**config.mk**
```make
export PLATFORM = sky130hd
export DESIGN_NAME = wildcard_pattern_matcher_top
export DESIGN_NICKNAME = d
export VERILOG_FILES = /design/src/rtl/wpm_pkg.sv /design/src/rtl/wpm_front.sv /design/src/rtl/wpm_queue.sv /design/src/rtl/wpm_back.sv /design/src/rtl/wildcard_pattern_matcher_top.sv
export SDC_FILE = /design/constraint.sdc
export NUM_CORES = 2
export LEC_CHECK = 0
export ABC_AREA = 1
export BUFFER_PORTS_ARGS = -buffer_cell sky130_fd_sc_hd__buf_2
export CORE_MARGIN = 3
export CORE_UTILIZATION = 50
export DETAILED_ROUTE_END_ITERATION = 8
export PLACE_DENSITY_LB_ADDON = 0.15
export SYNTH_ARGS = -nofsm -noshare
export SYNTH_HDL_FRONTEND = slang
export SYNTH_HIERARCHICAL = 1
export SYNTH_SLANG_ARGS = --single-unit
export TNS_END_PERCENT = 10
```
**constraint.sdc**
```tcl
create_clock -name clk_i -period 4.95 [get_ports clk_i]
set_clock_uncertainty 0.15 [all_clocks]
set_input_delay 0.2475 -clock clk_i [delete_from_list [all_inputs] [get_ports clk_i]]
set_output_delay 0.2475 -clock clk_i [all_outputs]
set_load 0.05 [all_outputs]
```
**src/rtl/wpm_pkg.sv**
```systemverilog
package wpm_pkg;

  // Command codes of an incoming item
  typedef enum logic {
    CMD_PATTERN = 1'b0,
    CMD_TEXT    = 1'b1
  } cmd_e;

  // Input item as seen on the port
  typedef struct packed {
    logic       cmd;
    logic [7:0] ch;
    logic       last;
  } in_item_t;

  // Result item as seen on the port
  typedef struct packed {
    logic matched;
    logic error;
  } out_item_t;

  // Classified item carried from the front part to the back part
  typedef struct packed {
    cmd_e       cmd;
    logic [7:0] ch;      // folded to lower case
    logic       last;
    logic       is_any;  // folded byte is the run wildcard
    logic       is_one;  // folded byte is the single-byte wildcard
  } op_t;

  // Special pattern bytes and case folding
  localparam logic [7:0] CH_ONE      = 8'h3F;
  localparam logic [7:0] CH_ANY      = 8'h2A;
  localparam logic [7:0] CH_UPPER_A  = 8'h41;
  localparam logic [7:0] CH_UPPER_Z  = 8'h5A;
  localparam logic [7:0] CASE_OFFSET = 8'd32;

  // Depth of the queue between front and back (power of two)
  localparam int unsigned QUEUE_DEPTH = 2;

endpackage

```
**src/rtl/wpm_front.sv**
```systemverilog
module wpm_front import wpm_pkg::*; (
  input  in_item_t in_item_i,
  output op_t      op_o
);

  logic [7:0] folded;

  // Fold ASCII upper case to lower case
  always_comb begin
    if (in_item_i.ch >= CH_UPPER_A && in_item_i.ch <= CH_UPPER_Z) begin
      folded = in_item_i.ch + CASE_OFFSET;
    end else begin
      folded = in_item_i.ch;
    end
  end

  // Classify the item for the back part
  assign op_o.cmd    = cmd_e'(in_item_i.cmd);
  assign op_o.ch     = folded;
  assign op_o.last   = in_item_i.last;
  assign op_o.is_any = (folded == CH_ANY);
  assign op_o.is_one = (folded == CH_ONE);

endmodule

```
**src/rtl/wpm_queue.sv**
```systemverilog
module wpm_queue import wpm_pkg::*; (
  input  logic clk_i,
  input  logic rst_ni,
  input  logic push_valid_i,
  output logic push_ready_o,
  input  op_t  push_op_i,
  output logic pop_valid_o,
  input  logic pop_ready_i,
  output op_t  pop_op_o
);

  localparam int unsigned PTR_W = (QUEUE_DEPTH > 1) ? $clog2(QUEUE_DEPTH) : 1;
  localparam int unsigned CNT_W = $clog2(QUEUE_DEPTH + 1);

  op_t              mem_q [QUEUE_DEPTH];
  logic [PTR_W-1:0] wr_ptr_q, wr_ptr_d;
  logic [PTR_W-1:0] rd_ptr_q, rd_ptr_d;
  logic [CNT_W-1:0] count_q, count_d;
  logic             push, pop;

  assign push_ready_o = (count_q != CNT_W'(QUEUE_DEPTH));
  assign pop_valid_o  = (count_q != '0);
  assign pop_op_o     = mem_q[rd_ptr_q];
  assign push         = push_valid_i & push_ready_o;
  assign pop          = pop_valid_o & pop_ready_i;

  // Advance pointers and occupancy
  always_comb begin
    wr_ptr_d = push ? wr_ptr_q + 1'b1 : wr_ptr_q;
    rd_ptr_d = pop  ? rd_ptr_q + 1'b1 : rd_ptr_q;
    count_d  = count_q;
    if (push && !pop) begin
      count_d = count_q + 1'b1;
    end else if (!push && pop) begin
      count_d = count_q - 1'b1;
    end
  end

  always_ff @(posedge clk_i or negedge rst_ni) begin
    if (!rst_ni) begin
      wr_ptr_q <= '0;
      rd_ptr_q <= '0;
      count_q  <= '0;
    end else begin
      wr_ptr_q <= wr_ptr_d;
      rd_ptr_q <= rd_ptr_d;
      count_q  <= count_d;
    end
  end

  // Store the pushed item
  always_ff @(posedge clk_i) begin
    if (push) begin
      mem_q[wr_ptr_q] <= push_op_i;
    end
  end

  a_count_bound: assert property (@(posedge clk_i) disable iff (!rst_ni)
    count_q <= CNT_W'(QUEUE_DEPTH))
    else $error("queue occupancy beyond depth");

  a_no_pop_empty: assert property (@(posedge clk_i) disable iff (!rst_ni)
    pop |-> count_q != '0)
    else $error("pop from empty queue");

  a_push_grows: assert property (@(posedge clk_i) disable iff (!rst_ni)
    (push && !pop) |=> count_q == $past(count_q) + 1'b1)
    else $error("queue occupancy did not grow on push");

endmodule

```
**src/rtl/wpm_back.sv**
```systemverilog
module wpm_back import wpm_pkg::*; #(
  parameter int unsigned MAX_PATTERN = 64
) (
  input  logic      clk_i,
  input  logic      rst_ni,
  input  logic      op_valid_i,
  output logic      op_ready_o,
  input  op_t       op_i,
  output logic      out_valid_o,
  input  logic      out_ready_i,
  output out_item_t out_item_o
);

  localparam int unsigned LEN_W = $clog2(MAX_PATTERN + 1);

  // Pattern lanes
  logic [7:0]             pat_q [MAX_PATTERN];
  logic [MAX_PATTERN-1:0] any_q, one_q;
  logic [MAX_PATTERN-1:0] valid_q, valid_d;
  logic [LEN_W-1:0]       len_q, len_d;
  // Position sets: lead is the closure of position zero alone
  logic [MAX_PATTERN:0]   lead_q, lead_d, active_q, active_d;
  logic                   start_q, start_d, ovf_q, ovf_d;
  logic                   out_valid_q, out_valid_d;
  out_item_t              out_q, out_d;

  logic                   pop, is_pat, is_text;
  logic [LEN_W-1:0]       len_base;
  logic [MAX_PATTERN-1:0] valid_base, wr_hit;
  logic [MAX_PATTERN:0]   lead_base, lead_app;
  logic                   full;

  logic [MAX_PATTERN-1:0] any_m, lane_ok;
  logic [MAX_PATTERN:0]   step_v, closed;
  logic [MAX_PATTERN:0]   add_x, add_y, add_s, carry;
  logic                   matched;

  assign op_ready_o = !out_valid_q || out_ready_i;
  assign pop        = op_valid_i && op_ready_o;
  assign is_pat     = pop && (op_i.cmd == CMD_PATTERN);
  assign is_text    = pop && (op_i.cmd == CMD_TEXT);

  // Pattern append: restart the pattern first when the previous one is finished
  always_comb begin
    len_base   = start_q ? '0 : len_q;
    valid_base = start_q ? '0 : valid_q;
    lead_base  = start_q ? (MAX_PATTERN+1)'(1) : lead_q;
    full       = (len_base == LEN_W'(MAX_PATTERN));
    lead_app   = lead_base;
    for (int p = 0; p < MAX_PATTERN; p++) begin
      wr_hit[p]     = (len_base == LEN_W'(p));
      lead_app[p+1] = lead_base[p+1] | (wr_hit[p] & lead_base[p] & op_i.is_any);
    end
  end

  // Text step: advance every active lane by one byte
  always_comb begin
    any_m = any_q & valid_q;
    for (int p = 0; p < MAX_PATTERN; p++) begin
      lane_ok[p] = one_q[p] | (pat_q[p] == op_i.ch);
    end
    step_v = {1'b0, active_q[MAX_PATTERN-1:0] & any_m}
           | {active_q[MAX_PATTERN-1:0] & valid_q & ~any_q & lane_ok, 1'b0};
    // Let runs of stars pass the set along, using the adder carry chain
    add_x   = {1'b0, any_m};
    add_y   = {1'b0, any_m & step_v[MAX_PATTERN-1:0]};
    add_s   = add_x + add_y;
    carry   = add_s ^ add_x ^ add_y;
    closed  = step_v | carry;
    matched = closed[len_q];
  end

  // Next state and result
  always_comb begin
    len_d       = len_q;
    valid_d     = valid_q;
    lead_d      = lead_q;
    active_d    = active_q;
    start_d     = start_q;
    ovf_d       = ovf_q;
    out_valid_d = out_valid_q && !out_ready_i;
    out_d       = out_q;
    if (is_pat) begin
      valid_d  = valid_base | wr_hit;
      lead_d   = lead_app;
      active_d = lead_app;
      len_d    = full ? len_base : len_base + 1'b1;
      ovf_d    = (start_q ? 1'b0 : ovf_q) | full;
      start_d  = op_i.last;
    end else if (is_text) begin
      start_d = 1'b1;
      if (op_i.last) begin
        active_d      = lead_q;
        out_valid_d   = 1'b1;
        out_d.matched = matched;
        out_d.error   = ovf_q;
      end else begin
        active_d = closed;
      end
    end
  end

  always_ff @(posedge clk_i or negedge rst_ni) begin
    if (!rst_ni) begin
      len_q       <= '0;
      valid_q     <= '0;
      lead_q      <= (MAX_PATTERN+1)'(1);
      active_q    <= (MAX_PATTERN+1)'(1);
      start_q     <= 1'b1;
      ovf_q       <= 1'b0;
      out_valid_q <= 1'b0;
    end else begin
      len_q       <= len_d;
      valid_q     <= valid_d;
      lead_q      <= lead_d;
      active_q    <= active_d;
      start_q     <= start_d;
      ovf_q       <= ovf_d;
      out_valid_q <= out_valid_d;
    end
  end

  // Write the pattern byte into its lane; hold the result item
  always_ff @(posedge clk_i) begin
    for (int p = 0; p < MAX_PATTERN; p++) begin
      if (is_pat && wr_hit[p]) begin
        pat_q[p] <= op_i.ch;
        any_q[p] <= op_i.is_any;
        one_q[p] <= op_i.is_one;
      end
    end
    out_q <= out_d;
  end

  assign out_valid_o = out_valid_q;
  assign out_item_o  = out_q;

  a_ovf_full: assert property (@(posedge clk_i) disable iff (!rst_ni)
    ovf_q |-> len_q == LEN_W'(MAX_PATTERN))
    else $error("overflow flagged with pattern not full");

  a_len_lanes: assert property (@(posedge clk_i) disable iff (!rst_ni)
    $countones(valid_q) == int'(len_q))
    else $error("valid lanes disagree with pattern length");

  a_clear_after_result: assert property (@(posedge clk_i) disable iff (!rst_ni)
    (is_text && op_i.last) |=> active_q == lead_q)
    else $error("active set not returned to start after result");

endmodule

```
**src/rtl/wildcard_pattern_matcher_top.sv**
```systemverilog
// A text item ending a string passes the queue and then the output register before its result item appears.
// One item per cycle while the sink does not hold the output; the position update over all lanes is combinational.
// A two-entry queue parts front from back, and the output register parts back from the sink.
// Reset (rst_ni low, asynchronous) empties the pattern, the queue and the output register;
// the active set returns to position zero.
module wildcard_pattern_matcher_top import wpm_pkg::*; #(
  parameter int unsigned MAX_PATTERN = 64
) (
  input  logic      clk_i,
  input  logic      rst_ni,
  input  logic      in_valid_i,
  output logic      in_ready_o,
  input  in_item_t  in_item_i,
  output logic      out_valid_o,
  input  logic      out_ready_i,
  output out_item_t out_item_o
);

  op_t  front_op, queue_op;
  logic queue_valid, back_ready;

  // Fold and classify the incoming item
  wpm_front u_front (
    .in_item_i (in_item_i),
    .op_o      (front_op)
  );

  // Buffer classified items between the two parts
  wpm_queue u_queue (
    .clk_i        (clk_i),
    .rst_ni       (rst_ni),
    .push_valid_i (in_valid_i),
    .push_ready_o (in_ready_o),
    .push_op_i    (front_op),
    .pop_valid_o  (queue_valid),
    .pop_ready_i  (back_ready),
    .pop_op_o     (queue_op)
  );

  // Store the pattern and advance the active set
  wpm_back #(
    .MAX_PATTERN (MAX_PATTERN)
  ) u_back (
    .clk_i       (clk_i),
    .rst_ni      (rst_ni),
    .op_valid_i  (queue_valid),
    .op_ready_o  (back_ready),
    .op_i        (queue_op),
    .out_valid_o (out_valid_o),
    .out_ready_i (out_ready_i),
    .out_item_o  (out_item_o)
  );

endmodule

```
==> out/summary.txt <==
Reg area: 25200 µm²
DR iter-0 viols: 2924
GR Util met2: 44.5%
Clock latency at the later pin of the worst-skew pair: 0.67 ns
Largest net degree at the start of global routing: 79
Largest area contributor in the netlist: edfxtp_1
GP Congestion: 1.01
Die area: 92900 µm²
R2r setup slk: 0.36 ns
Worst ir drop on vdd: 0.000502 V
GR Util met1: 38.0%
Share of layout cells above drive strength 1: 8.79%
Hold EP: u_queue/mem_q[0][11]
N_diodes: 0
Routed WL per cell: 20.8 µm
Min setup slack post-route: 0.359 ns
YS warnings: 6
Hold Path Origin: in_item_i[9]
Placeable Area: 87700 µm²
Crit start category: register
DR vias/cell: 5.37
Pre-CTS setup slack: 0.333 ns
Final wirelength: 128000 µm
Final non-filler cell total: 6161
Nets: 4946
Initial core utilization: 50.9%
Top cells by area, synth: edfxtp_1 45%, dfrtp_1 11%, nand2_1 11%
Inserted Clock Buffers: 95
Register area share after synthesis: 56.3%
R2R cell count: 29
Vias in the first global route: 32.6k
Cell total after placement: 5967
Post-Syn Instances: 4805
Leakage: 20.0 nW
Layout fillers: 7753
GR Layer Usage met3: 4.14%
CTS tree: yes
Syn-to-layout area delta: 12.2%
Die Width: 305 µm
First-pass GRT wire length: 197000 µm
Max incr delay on CP: 0.44 ns
PortBufs: 17
H-tree depth: 3
Worst Hold Class: in2reg
Cells on Worst Hold Path: 2
Crit path time final: 4.59 ns
Drt drc: 0
Setup TNS: 0 ns
R2R Path Start: u_queue/rd_ptr_q
Router iterations before antenna repair: 6
Most used routing layer: met2
Clock transition at path regs: 0.06 ns
Synthesized area: 44700 µm²
Vias: 33.1k
Final hold violations: 0
Power density over cell area: 518 nW/µm²
Final Setup Violations: 0
Relative slew slack: 20.2%
Die height: 305 µm
CP endpoint kind: register
Critical Path RT: 5.22 ns
CP max stage cell: dfrtp_1
Multi-input gate area: 16200 µm²
Placement Cell Area: 46700 µm²
CP Max Fanout: 13
Synth Register Bits: 872
Synth top area share: 44.8%
Fin crit share: 92.8%
CP arrival: 4.86 ns
Syn Nets: 4826
GR Overflow Total: 0
Avg Inst Size Synth: 9.29 µm²
CTS root buf: clkbuf_16
Slew @ Worst Pin: 1.19 ns
Max frequency: 218 MHz
Final instance area: 50100 µm²
DRT antenna net count: 0
Max Cap Viol: 0
Synth unique cells: 54
Reg-to-reg endpoint: u_back/out_item_o[1]
Final Slew Violations: 0
Crit-path most repeated cell: nand2_1
Io pins: 18
Gr usage total: 27.6%
Clock sink count: 872
Setup Crit Path Kind: reg2reg
RSZ-0062 raised after global routing: no
Dpl hpwl: 91100 µm
Outcome: finished, final reports clean
Rows: 108
Initial antenna violation count: 1
Clock Path Buffers: 3
[worst max-delay path, delay by kind of cell (launching register included)]
kind,cells,cell delay [ns]
simple gates,24,2.98
xor+xnor,1,0.14
buf+inv,4,0.64
flops,1,0.44
[logic make-up (layout without fill, tap and decap cells)]
group,after synthesis,after routing,share of synthesized area (%)
and+or+nand+nor,2238,2238,20.7
DFF,872,872,56.3
buffers and inverters,799,1000,7.60
xor gates and xnor gates,477,477,9.37
AOI/OAI and AO/OA,412,412,5.79
adders and majority gates,7,7,0.196
[report_power, final]
group | internal [mW] | total, mW | switching, mW
Combinational | 3.13 | 9.22 | 6.09
Sequential | 9.20 | 9.42 | 0.217
Clock | 4.39 | 7.34 | 2.94
[area by class of cell]
cell class | instances | share of cell area [%]
Clock buffer | 140 | 5.51
Clock inverter | 38 | 0.951
Inverter | 645 | 4.83
Multi-Input combinational cell | 3134 | 32.4
Sequential cell | 872 | 50.2
Tap cell | 1155 | 2.88
Timing Repair Buffer | 177 | 3.25
[worst max path at each step]
stage	startpoint	endpoint	slack, ns	cells past startpoint
3_5_place_dp	u_queue/rd_ptr_q	u_back/out_item_o[1]	0.33	28
3_3_place_gp	u_queue/rd_ptr_q	u_back/out_item_o[1]	0.31	28
5_1_grt	u_queue/rd_ptr_q	u_back/out_item_o[1]	0.002	32
2_1_floorplan	u_queue/rd_ptr_q	u_back/out_item_o[1]	0.75	37
6_report	u_queue/rd_ptr_q	u_back/out_item_o[1]	0.36	29
4_1_cts	u_queue/rd_ptr_q	u_back/out_item_o[1]	0.29	27
[placed cells by master (no fill, tap or decap), types with 63 or more instances in the layout]
| cell | instances |
|---|---|
| nand2_1 | 1301 |
| edfxtp_1 | 666 |
| inv_1 | 589 |
| nor2_1 | 444 |
| xnor2_1 | 436 |
| nand3_1 | 253 |
| dfrtp_1 | 203 |
| buf_4 | 122 |
| a21oi_1 | 114 |
| clkbuf_16 | 99 |
| nor3_1 | 95 |
| o21ai_0 | 90 |
| o22ai_1 | 63 |
[through the flow]
stage / hold slack [ns] / power (mW) / util (%)
after global placement: 0.0882 / 18.7 / 53.2
after CTS: 0.143 / 26.1 / 57.1
final: 0.170 / 26.0 / 57.1
after detailed placement: 0.0934 / 18.7 / 53.2
after floorplan: -0.198 / 15.8 / -
after global routing: 0.177 / 27.3 / 57.1
[per-layer routing]
metal / part of all wire, % / up-vias / wire [µm]
li1: - / 15900 / -
met1: 44 / 16000 / 56400
met3: 6.0 / 248 / 7700
met5: 0.015 / - / 19
met4: 3.7 / 2 / 4690
met2: 46 / 1037 / 59600
[sequential cells by signal (all words and copies together), names as in the netlist, 2 cells and up]
name / count
u_back/out_item_o: 2
u_back/pat_q: 512
u_back/one_q: 64
u_back/any_q: 64
u_back/lead_q: 64
u_back/active_q: 64
u_queue/count_q: 2
u_queue/mem_q: 24
u_back/valid_q: 64
u_back/len_q: 7
[repair_timing]
item / CTS / global route
hold buffers: 16 / 0
gates resized for setup: 0 / 3
endpoints found under the hold margin: 150 / 0
endpoints found under the setup margin: 0 / 1
setup buffers: 0 / 0
[synthesized netlist by cell type (all sizes together)]
cell        n
nand2    1324
edfxtp    666
inv       637
nor2      484
xnor2     436
nand3     264
dfrtp     203
a21oi     114
nor3       96
o21ai      92
buf        78
clkbuf     76
o22ai      63
a32oi      62
o211ai     62
xor2       41
or2        29
nand4      27
clkinv      8
ha          7
nand3b      5
nor4        4
o21bai      4
a31oi       3
dfstp       3
and2        2
and3        2
o2111ai     2
o311ai      2
a211oi      1
a221oi      1
a22oi       1
a31o        1
nor3b       1
o211a       1
o21a        1
o221ai      1
o31ai       1
(Power assumes the default switching activity.)
